### src/rtl/core/ptw_pkg.sv
// ----------------------------------------------------------------------------
// ptw_pkg: shared types and constants for the page table walker
// Entry layout, action codes, register indexes and sequencer states.
// ----------------------------------------------------------------------------
`default_nettype none

package ptw_pkg;

   localparam int VA_W    = 48;
   localparam int PA_W    = 52;
   localparam int ENTRY_W = 64;
   localparam int IDX_W   = 9;
   localparam int OFF_W   = 12;
   localparam int SADDR_W = 12;
   localparam int CSR_AW  = 4;
   localparam int CSR_DW  = 64;

   // action / result kind codes
   localparam logic [1:0] ACT_WRITE     = 2'd0;
   localparam logic [1:0] ACT_TRANSLATE = 2'd1;
   localparam logic [1:0] ACT_CHECK     = 2'd2;

   // register indexes, decoded from paddr[3]
   localparam logic REG_ROOT   = 1'b0;
   localparam logic REG_WINDOW = 1'b1;

   // entry bits
   localparam int PRESENT_BIT = 0;
   localparam int HUGE_BIT    = 7;

   localparam logic [PA_W-1:0] FRAME_MASK = 52'hF_FFFF_FFFF_F000;

   // walk levels
   localparam logic [1:0] LVL_TOP  = 2'd0;
   localparam logic [1:0] LVL_DIR  = 2'd1;
   localparam logic [1:0] LVL_MID  = 2'd2;
   localparam logic [1:0] LVL_LAST = 2'd3;

   typedef enum logic [3:0] {
      ST_IDLE = 4'b0001,
      ST_READ = 4'b0010,
      ST_EVAL = 4'b0100,
      ST_DONE = 4'b1000
   } ptw_state_type;

endpackage

`default_nettype wire

### src/rtl/core/ptw_addr_unit.sv
// ----------------------------------------------------------------------------
// ptw_addr_unit: entry word address unit
// word = ((window + (base & frame mask)) >> 3) + index, mod store depth.
// ----------------------------------------------------------------------------
`default_nettype none

module ptw_addr_unit #(
   parameter int ADDR_W = 12
) (
   input  logic [ptw_pkg::PA_W-1:0]  window,
   input  logic [ptw_pkg::PA_W-1:0]  base,
   input  logic [ptw_pkg::IDX_W-1:0] index,
   output logic [ADDR_W-1:0]         word_addr
);
   import ptw_pkg::*;

   // only the bits below the store depth survive the modulo
   logic [PA_W-1:0]   frame;
   logic [ADDR_W+2:0] byte_sum;

   assign frame     = base & FRAME_MASK;
   assign byte_sum  = window[ADDR_W+2:0] + frame[ADDR_W+2:0];
   assign word_addr = byte_sum[ADDR_W+2:3] + ADDR_W'(index);

endmodule

`default_nettype wire

### config.mk
export PLATFORM = sky130hd
export DESIGN_NAME = ptw_addr_unit
export DESIGN_NICKNAME = d
export VERILOG_FILES = /design/src/rtl/core/ptw_pkg.sv /design/src/rtl/core/ptw_addr_unit.sv
export SDC_FILE = /design/constraint.sdc
export NUM_CORES = 1
export LEC_CHECK = 0
export BUFFER_PORTS_ARGS = -buffer_cell sky130_fd_sc_hd__buf_2
export CAP_MARGIN = 0
export CORE_MARGIN = 4
export CORE_UTILIZATION = 20
export DETAILED_ROUTE_END_ITERATION = 10
export GPL_TIMING_DRIVEN = 0
export PLACE_DENSITY_LB_ADDON = 0.1
export SLEW_MARGIN = 25
export SYNTH_ARGS = -nofsm -noshare
export SYNTH_HDL_FRONTEND = slang
export SYNTH_SLANG_ARGS = --single-unit
### constraint.sdc
create_clock -name vclk -period 1.4
set_input_delay 0.07 -clock vclk [all_inputs]
set_output_delay 0.07 -clock vclk [all_outputs]
set_load 0.05 [all_outputs]
==> impl_metrics.csv, run 1 <==
group,metric,value,unit
outcome,status,"complete, but fails checks",
outcome,violations,"setup timing",
route,via_count,646,
floorplanning,die_area,3316,sq um
logic_synthesis,syn_avg_cell_area,8.627,sq um
setup_path,slowest_stage,"fa_2",
logic_synthesis,ys_types,26,
timing,maxSlewHeadroom,71.59,%
floorplanning,die_x,57.59,um
cts,holdBufCountCts,0,
logic_synthesis,seq_area_frac_synth,0,%
setup_path,critical_path.cell_chain,"buf_6, ha_4, fa_2, a21o_1, a221oi_4, buf_4, o211ai_1, xor2_4, buf_6",
timing,finalHoldViolations,0,
run,max-cap-violations,0,
global_routing,grt_max_degree,9,
setup_path,crit_top_cell,"buf_6",
route,dr.first_iter.drc_count,6,
global_routing,antenna_found_initial,0,
timing,setup_viol,8,
floorplanning,core_area,2276,sq um
final_layout,drive_above_1_share,79.63,%
setup_path,startpoint_type,"primary input",
setup_path,path_buf_inv,3,
global_routing,grt_overflow_total,0,
logic_synthesis,synth_area_leaders,"ha_1 25%, xnor2_1 12%, fa_1 8.1%",
global_routing,track_usage,10.89,%
logic_synthesis,synthCells,57,
place,place.gp.congestion,0.7051,
final_layout,diodes,0,
route,wl_per_cell,13.07,um
final_layout,layout-area-overhead-vs-synth,147.3,%
floorplanning,die_y,57.59,um
hold_path,min_path_type,"primary input to primary output",
final_layout,regArea,0,sq um
place,place_hpwl,1288,um
final_layout,seq_cells,0,
timing,worstMarginPinSlew,0.4243,ns
global_routing,first_global_vias,718,
place,port_buffers,36,
final_layout,nets,235,
power_and_ir_drop,powerDensity,799.5,nW/um^2
power_and_ir_drop,power.leakage,0.5397,nW
setup_path,path_class,"primary input to primary output",
logic_synthesis,synth_most_common_cell,"ha_1",
setup_path,critical-path-top-delay-family,"compound AO/OA/AOI/OAI gates",
logic_synthesis,synth_top_cell_by_area,"ha_1",
setup_path,max_stage_delay,0.34,ns
final_layout,post-route-cell-area,1216,sq um
logic_synthesis,synth_common_cells,"10 x ha_1, 7 x xnor2_1, 4 x nand2_1, 4 x xor2_1",
place,post_dp_cell_area,864.6,sq um
setup_path,cp_max_fo,2,
logic_synthesis,ys_warn_count,0,
global_routing,grt_pass1_wl,3008,um
logic_synthesis,syn_area,491.7,sq um
timing,period_minus_slack,1.918,ns
timing,drv_slew,0,
final_layout,fillers,213,
logic_synthesis,synth_top_area_share,25.45,%
route,dr.pass1.iters,4,
route,ant_nets,0,
floorplanning,ioPinCount,125,
floorplanning,start_util,21.61,%
route,wl,1778,um
route,drc_errors,0,
final_layout,n_clock_buffer,0,
setup_path,endpoint_kind,"primary output",
timing,fmax,0.5214,GHz
setup_path,cp.arrival,1.85,ns
power_and_ir_drop,irDropWorstVdd,0.0004148,V
setup_path,cp.required,1.33,ns
logic_synthesis,synth_fp_nets,182,
floorplanning,rows,17,
place,post-place-ws,-0.7659,ns
timing,fin_crit_sh,137.0,%
timing,rsz0062_at_grt,"yes",
timing,worst_slack,-0.5178,ns
route,vias_per_cell,4.750,
[logic make-up (layout without fill, tap and decap cells)]
kind of cell / Yosys count / after routing / share of synthesized area, %
compound gates: 16 / 16 / 26.21
xor+xnor: 11 / 11 / 19.59
fa+ha+maj: 12 / 12 / 33.59
buf+inv: 1 / 52 / 0.7626
simple gates: 17 / 17 / 19.85
[cell usage in the layout (no fill, tap or decap), types with 2 or more instances in the layout]
cell type / n
buf_2: 23
buf_6: 14
buf_4: 13
ha_4: 7
xnor2_2: 5
ha_1: 3
a21oi_2: 2
nand3_1: 2
nand2_1: 2
a21o_1: 2
a21oi_4: 2
xor2_1: 2
nand4_1: 2
xor2_4: 2
fa_2: 2
[per-layer routing]
metal,vias to the layer above,share of wire [%],GRT usage [%]
met1,302,35,10.80
met2,24,56,22.42
met4,0,0.79,1.656
li1,318,-,-
met3,2,8.3,2.715
met5,-,0,0
[report_power, final]
group          switching, W  total (W)  internal (W)
sequential                0          0             0
clock                     0          0             0
combinational      0.000547   0.000972      0.000425
total              0.000547   0.000972      0.000425
[final cells by class]
type	instances	area, sq um	area share (%)
inverter	1	3.754	0.3086
multi-input combinational	56	799.5	65.74
tap	28	35.03	2.881
timing repair buffer	51	377.9	31.07
[path summary, 6_finish.rpt]
kind	startpoint	endpoint	slack (ns)	depth (start not counted)
hold / removal	window[3]	word_addr[0]	0.56	3
setup / recovery	index[0]	word_addr[10]	-0.52	9
[repair_timing]
item,in CTS,in global routing
pin swaps,20,8
cloned,0,0
endpoints found under the setup margin,8,9
gates resized for setup,37,13
buffers inserted,12,4
[per-stage QoR]
stage	total power [W]	utilization (%)	hold slack (ns)	setup TNS, ns	std cells
floorplan	0.0005810	-	0.3348	-1.600	57
global route	0.001026	53.44	0.5693	-2.981	136
CTS	0.0009190	50.08	0.5639	-2.312	133
global placement	0.0007157	37.99	0.5945	-3.946	121
detailed placement	0.0007160	37.99	0.5967	-3.838	121
finish	0.0009724	53.44	0.5613	-2.485	136
Note: power is estimated with default switching activity, not from simulation.
==> inputs of run 2 (changes only) <==
--- a/config.mk
+++ b/config.mk
@@ -7,6 +7,7 @@
 export LEC_CHECK = 0
 export BUFFER_PORTS_ARGS = -buffer_cell sky130_fd_sc_hd__buf_2
 export CAP_MARGIN = 0
+export CORE_ASPECT_RATIO = 1.25
 export CORE_MARGIN = 4
 export CORE_UTILIZATION = 20
 export DETAILED_ROUTE_END_ITERATION = 10
==> impl_metrics.csv, run 2 (synthesis results as in run 1) <==
group,metric,value,unit
outcome,status,"complete, but fails checks",
outcome,violations,"setup timing",
place,post-place-ws,-0.7727,ns
route,via_count,631,
final_layout,nets,235,
global_routing,track_usage,9.644,%
timing,period_minus_slack,1.861,ns
route,dr.first_iter.drc_count,0,
final_layout,final_cell_mix,"20 x buf_2, 15 x buf_4, 14 x buf_6",
timing,fin_crit_sh,132.9,%
place,place.gp.congestion,0.7487,
place,place_hpwl,1321,um
cts,holdBufCountCts,0,
run,max-cap-violations,0,
timing,finalHoldViolations,0,
timing,setup_viol,8,
hold_path,min-delay-start,"window[3]",
timing,drv_slew,0,
timing,rsz0062_at_grt,"yes",
global_routing,first_global_vias,624,
global_routing,antenna_found_initial,0,
floorplanning,ioPinCount,125,
floorplanning,die_x,52.35,um
setup_path,path_class,"primary input to primary output",
power_and_ir_drop,irDropWorstVdd,0.0005013,V
route,dr.pass1.iters,1,
power_and_ir_drop,power,0.0009788,W
setup_path,startpoint_type,"primary input",
power_and_ir_drop,powerDensity,785.5,nW/um^2
route,drc_errors,0,
setup_path,cp.required,1.33,ns
global_routing,grt_max_degree,9,
floorplanning,die_area,3321,sq um
power_and_ir_drop,power.leakage,0.5395,nW
global_routing,grt_overflow_total,0,
setup_path,max_stage_delay,0.33,ns
setup_path,cp.arrival,1.79,ns
final_layout,n_clock_buffer,0,
route,wl,1639,um
timing,maxSlewHeadroom,67.13,%
route,ant_nets,0,
floorplanning,die_y,63.44,um
setup_path,critical_path.cell_chain,"buf_6, ha_4, fa_2, a21o_1, a221oi_4, o21bai_1, a21oi_2, xnor2_4, buf_8",
route,wl_per_cell,11.79,um
final_layout,diodes,0,
route,vias_per_cell,4.540,
global_routing,grt_pass1_wl,2670,um
final_layout,layout-area-overhead-vs-synth,153.4,%
place,port_buffers,36,
setup_path,endpoint_kind,"primary output",
final_layout,seq_cells,0,
timing,fmax,0.5374,GHz
final_layout,regArea,0,sq um
timing,worstMarginPinSlew,0.4908,ns
hold_path,min_to,"word_addr[0]",
floorplanning,rows,19,
timing,worst_slack,-0.4607,ns
hold_path,min_path_type,"primary input to primary output",
hold_path,holdPathStages,3,
floorplanning,start_util,21.55,%
setup_path,slowest_stage,"fa_2",
floorplanning,core_area,2282,sq um
timing,hold_ws,0.5628,ns
final_layout,layout_commonest_cell,"buf_2",
final_layout,drive_above_1_share,80.56,%
setup_path,cp_max_fo,3,
run 2: changes by cell type in the layout (fill, tap and decap cells not counted), sizes merged:
cell and change:
buf +1, clkbuf -1
run 2: worst max-delay path: cells and delay by family:
family	cells	cell delay, ns
AOI/OAI and AO/OA	4	0.83
xor gates and xnor gates	1	0.14
adders and majority gates	2	0.48
buffers and inverters	2	0.25
run 2: worst max path at each step:
stage                     cells after the start       from            end
after floorplan                               6  window[3]  word_addr[10]
after global placement                        9  window[3]   word_addr[8]
after detailed placement                      9  window[3]   word_addr[8]
after CTS                                     9   index[0]   word_addr[8]
after global routing                          9   index[0]   word_addr[8]
final                                         9   index[0]   word_addr[8]
run 2: layer usage:
metal  global-route usage, %  vias up  share of wire (%)
met5                       0        -                  0
met4                       0        0                  0
met3                   3.538        0                 12
met2                   17.08       23                 49
met1                   11.55      284                 39
li1                        -      324                  -
run 2: metrics by stage:
step	cells	area (sq um)	util, %	TNS, ns
floorplan	57	649.4	-	-1.600
global placement	124	868.3	38.05	-3.949
detailed placement	124	868.3	38.05	-3.954
CTS	130	1032	45.23	-2.696
global route	139	1246	54.61	-2.921
finish	139	1246	54.61	-2.247
run 2: power breakdown:
group | leakage (nW) | internal (W) | switching (W)
registers | 0 | 0 | 0
logic | 0.540 | 0.000439 | 0.000540
clock network | 0 | 0 | 0
total | 0.540 | 0.000439 | 0.000540
run 2: timing repair:
action	in CTS	in global routing
pin swaps	13	20
gates resized for setup	27	25
endpoints found under the setup margin	8	9
setup buffers	6	10
run 2: cell type report:
class	instances	area, sq um
timing repair buffer	51	400.4
fill	219	1036
multi-input combinational	56	803.3
tap	31	38.79
inverter	1	3.754
==> inputs of run 3 (changes only) <==
--- a/config.mk
+++ b/config.mk
@@ -11,7 +11,6 @@
 export CORE_MARGIN = 4
 export CORE_UTILIZATION = 20
 export DETAILED_ROUTE_END_ITERATION = 10
-export GPL_TIMING_DRIVEN = 0
 export PLACE_DENSITY_LB_ADDON = 0.1
 export SLEW_MARGIN = 25
 export SYNTH_ARGS = -nofsm -noshare
==> impl_metrics.csv, run 3 (synthesis results as in run 1) <==
group,metric,value,unit
floorplanning,ioPinCount,125,
route,via_count,639,
setup_path,endpoint_kind,"primary output",
global_routing,antenna_found_initial,0,
cts,holdBufCountCts,0,
power_and_ir_drop,intPower,0.0003807,W
timing,drv_slew,0,
timing,finalHoldViolations,0,
power_and_ir_drop,p_switching,0.0005099,W
final_layout,drive_above_1_share,72.17,%
timing,period_minus_slack,1.886,ns
place,port_buffers,36,
final_layout,n_clock_buffer,0,
outcome,violations,"setup timing",
place,place.gp.congestion,0.7321,
global_routing,track_usage,11.20,%
power_and_ir_drop,powerDensity,792.6,nW/um^2
final_layout,regArea,0,sq um
setup_path,crit_top_cell,"buf_6",
timing,fin_crit_sh,134.7,%
global_routing,grt_pass1_wl,3022,um
floorplanning,start_util,21.55,%
run,max-cap-violations,0,
global_routing,first_global_vias,734,
route,wl,1729,um
timing,fmax,0.5303,GHz
setup_path,startpoint_type,"primary input",
setup_path,cp.arrival,1.82,ns
power_and_ir_drop,combPwrFrac,100.0,%
power_and_ir_drop,clock_power_share,0,%
power_and_ir_drop,pwr-share-seq,0,%
setup_path,cp.required,1.33,ns
final_layout,layout-area-overhead-vs-synth,128.5,%
power_and_ir_drop,netSwitchingFraction,57.26,%
floorplanning,die_x,52.35,um
place,dp_cells,145,
setup_path,cp_max_fo,3,
final_layout,fillers,235,
final_layout,seq_cells,0,
final_layout,fin_cells,146,
final_layout,multi_input_comb_area,681.9,sq um
route,dr.pass1.iters,3,
floorplanning,die_area,3321,sq um
timing,worstMarginPinSlew,0.4356,ns
route,ant_nets,0,
route,wl_per_cell,11.84,um
floorplanning,rows,19,
global_routing,grt_max_degree,7,
route,dr.first_iter.drc_count,3,
place,place_hpwl,1448,um
global_routing,grt_overflow_total,0,
timing,maxSlewHeadroom,70.83,%
final_layout,final_cell_mix,"25 x buf_2, 25 x buf_4, 7 x buf_6",
setup_path,max_stage_delay,0.34,ns
timing,hold_ws,0.5597,ns
timing,rsz0062_at_grt,"yes",
final_layout,diodes,0,
setup_path,path_class,"primary input to primary output",
final_layout,nets,242,
timing,tns,-2.629,ns
timing,setup_viol,8,
setup_path,slowest_stage,"fa_2",
route,drc_errors,0,
outcome,status,"complete, but fails checks",
timing,worst_slack,-0.4859,ns
floorplanning,core_area,2282,sq um
floorplanning,die_y,63.44,um
power_and_ir_drop,irDropWorstVdd,0.0003663,V
power_and_ir_drop,power.leakage,0.5429,nW
hold_path,min_path_type,"primary input to primary output",
setup_path,critical_path.cell_chain,"buf_6, ha_4, fa_2, a21o_1, a221oi_4, o21bai_1, a21oi_2, xnor2_4, buf_6",
route,vias_per_cell,4.377,
[run 3: changes by cell type in the layout (fill, tap and decap cells not counted), moves of 2 or more]
cell | previous run | this run
buf_4 | 15 | 25
buf_6 | 14 | 7
buf_2 | 20 | 25
ha_4 | 8 | 3
ha_1 | 2 | 6
a21oi_1 | 0 | 3
a21oi_4 | 2 | 0
buf_8 | 2 | 0
[run 3: per-layer routing]
layer	vias to the layer above	part of all wire [%]	wire [um]	GRT usage, %
met5	-	0	0	0
met2	23	52	897	20.81
met3	0	9.0	155	2.594
li1	335	-	-	-
met1	281	39	676	13.47
met4	0	0	0	0
[run 3: stage by stage]
stage	cell area [sq um]	utilization [%]	setup WS (ns)	power, W
after floorplan	649.4	-	-0.3535	0.0005810
after global routing	1124	49.23	-0.6002	0.0009536
final	1124	49.23	-0.4859	0.0008906
after CTS	1110	48.63	-0.5305	0.0008883
after global placement	1026	44.96	-0.6634	0.0007954
after detailed placement	1026	44.96	-0.6671	0.0007939
[run 3: final cells by class]
type	instances	area share, %
well taps	31	3.452
inverters	1	0.3341
multi-input cells	56	60.69
repair buffers	58	35.52
[run 3: final timing paths]
path                       from            to  slack (ns)  cells past startpoint
worst max-delay path   index[0]  word_addr[8]       -0.49                      9
worst min-delay path  window[3]  word_addr[0]        0.56                      3
[run 3: worst max-delay path: cells and delay by family]
family / cells / cell delay, ns
compound gates: 4 / 0.84
xor+xnor: 1 / 0.14
fa+ha+maj: 2 / 0.49
buf+inv: 2 / 0.27
[run 3: what timing repair did]
action,in CTS,in global routing
endpoints found under the setup margin,8,9
setup buffers,1,0
pin swaps,13,2
gates resized for setup,18,2
endpoints found under the hold margin,0,0
[run 3: power groups by stage]
stage          sequential (W)  combinational, W  clock (W)
6_report                    0          0.000891          0
5_1_grt                     0          0.000954          0
4_1_cts                     0          0.000888          0
3_5_place_dp                0          0.000794          0
3_3_place_gp                0          0.000795          0
2_1_floorplan               0          0.000581          0
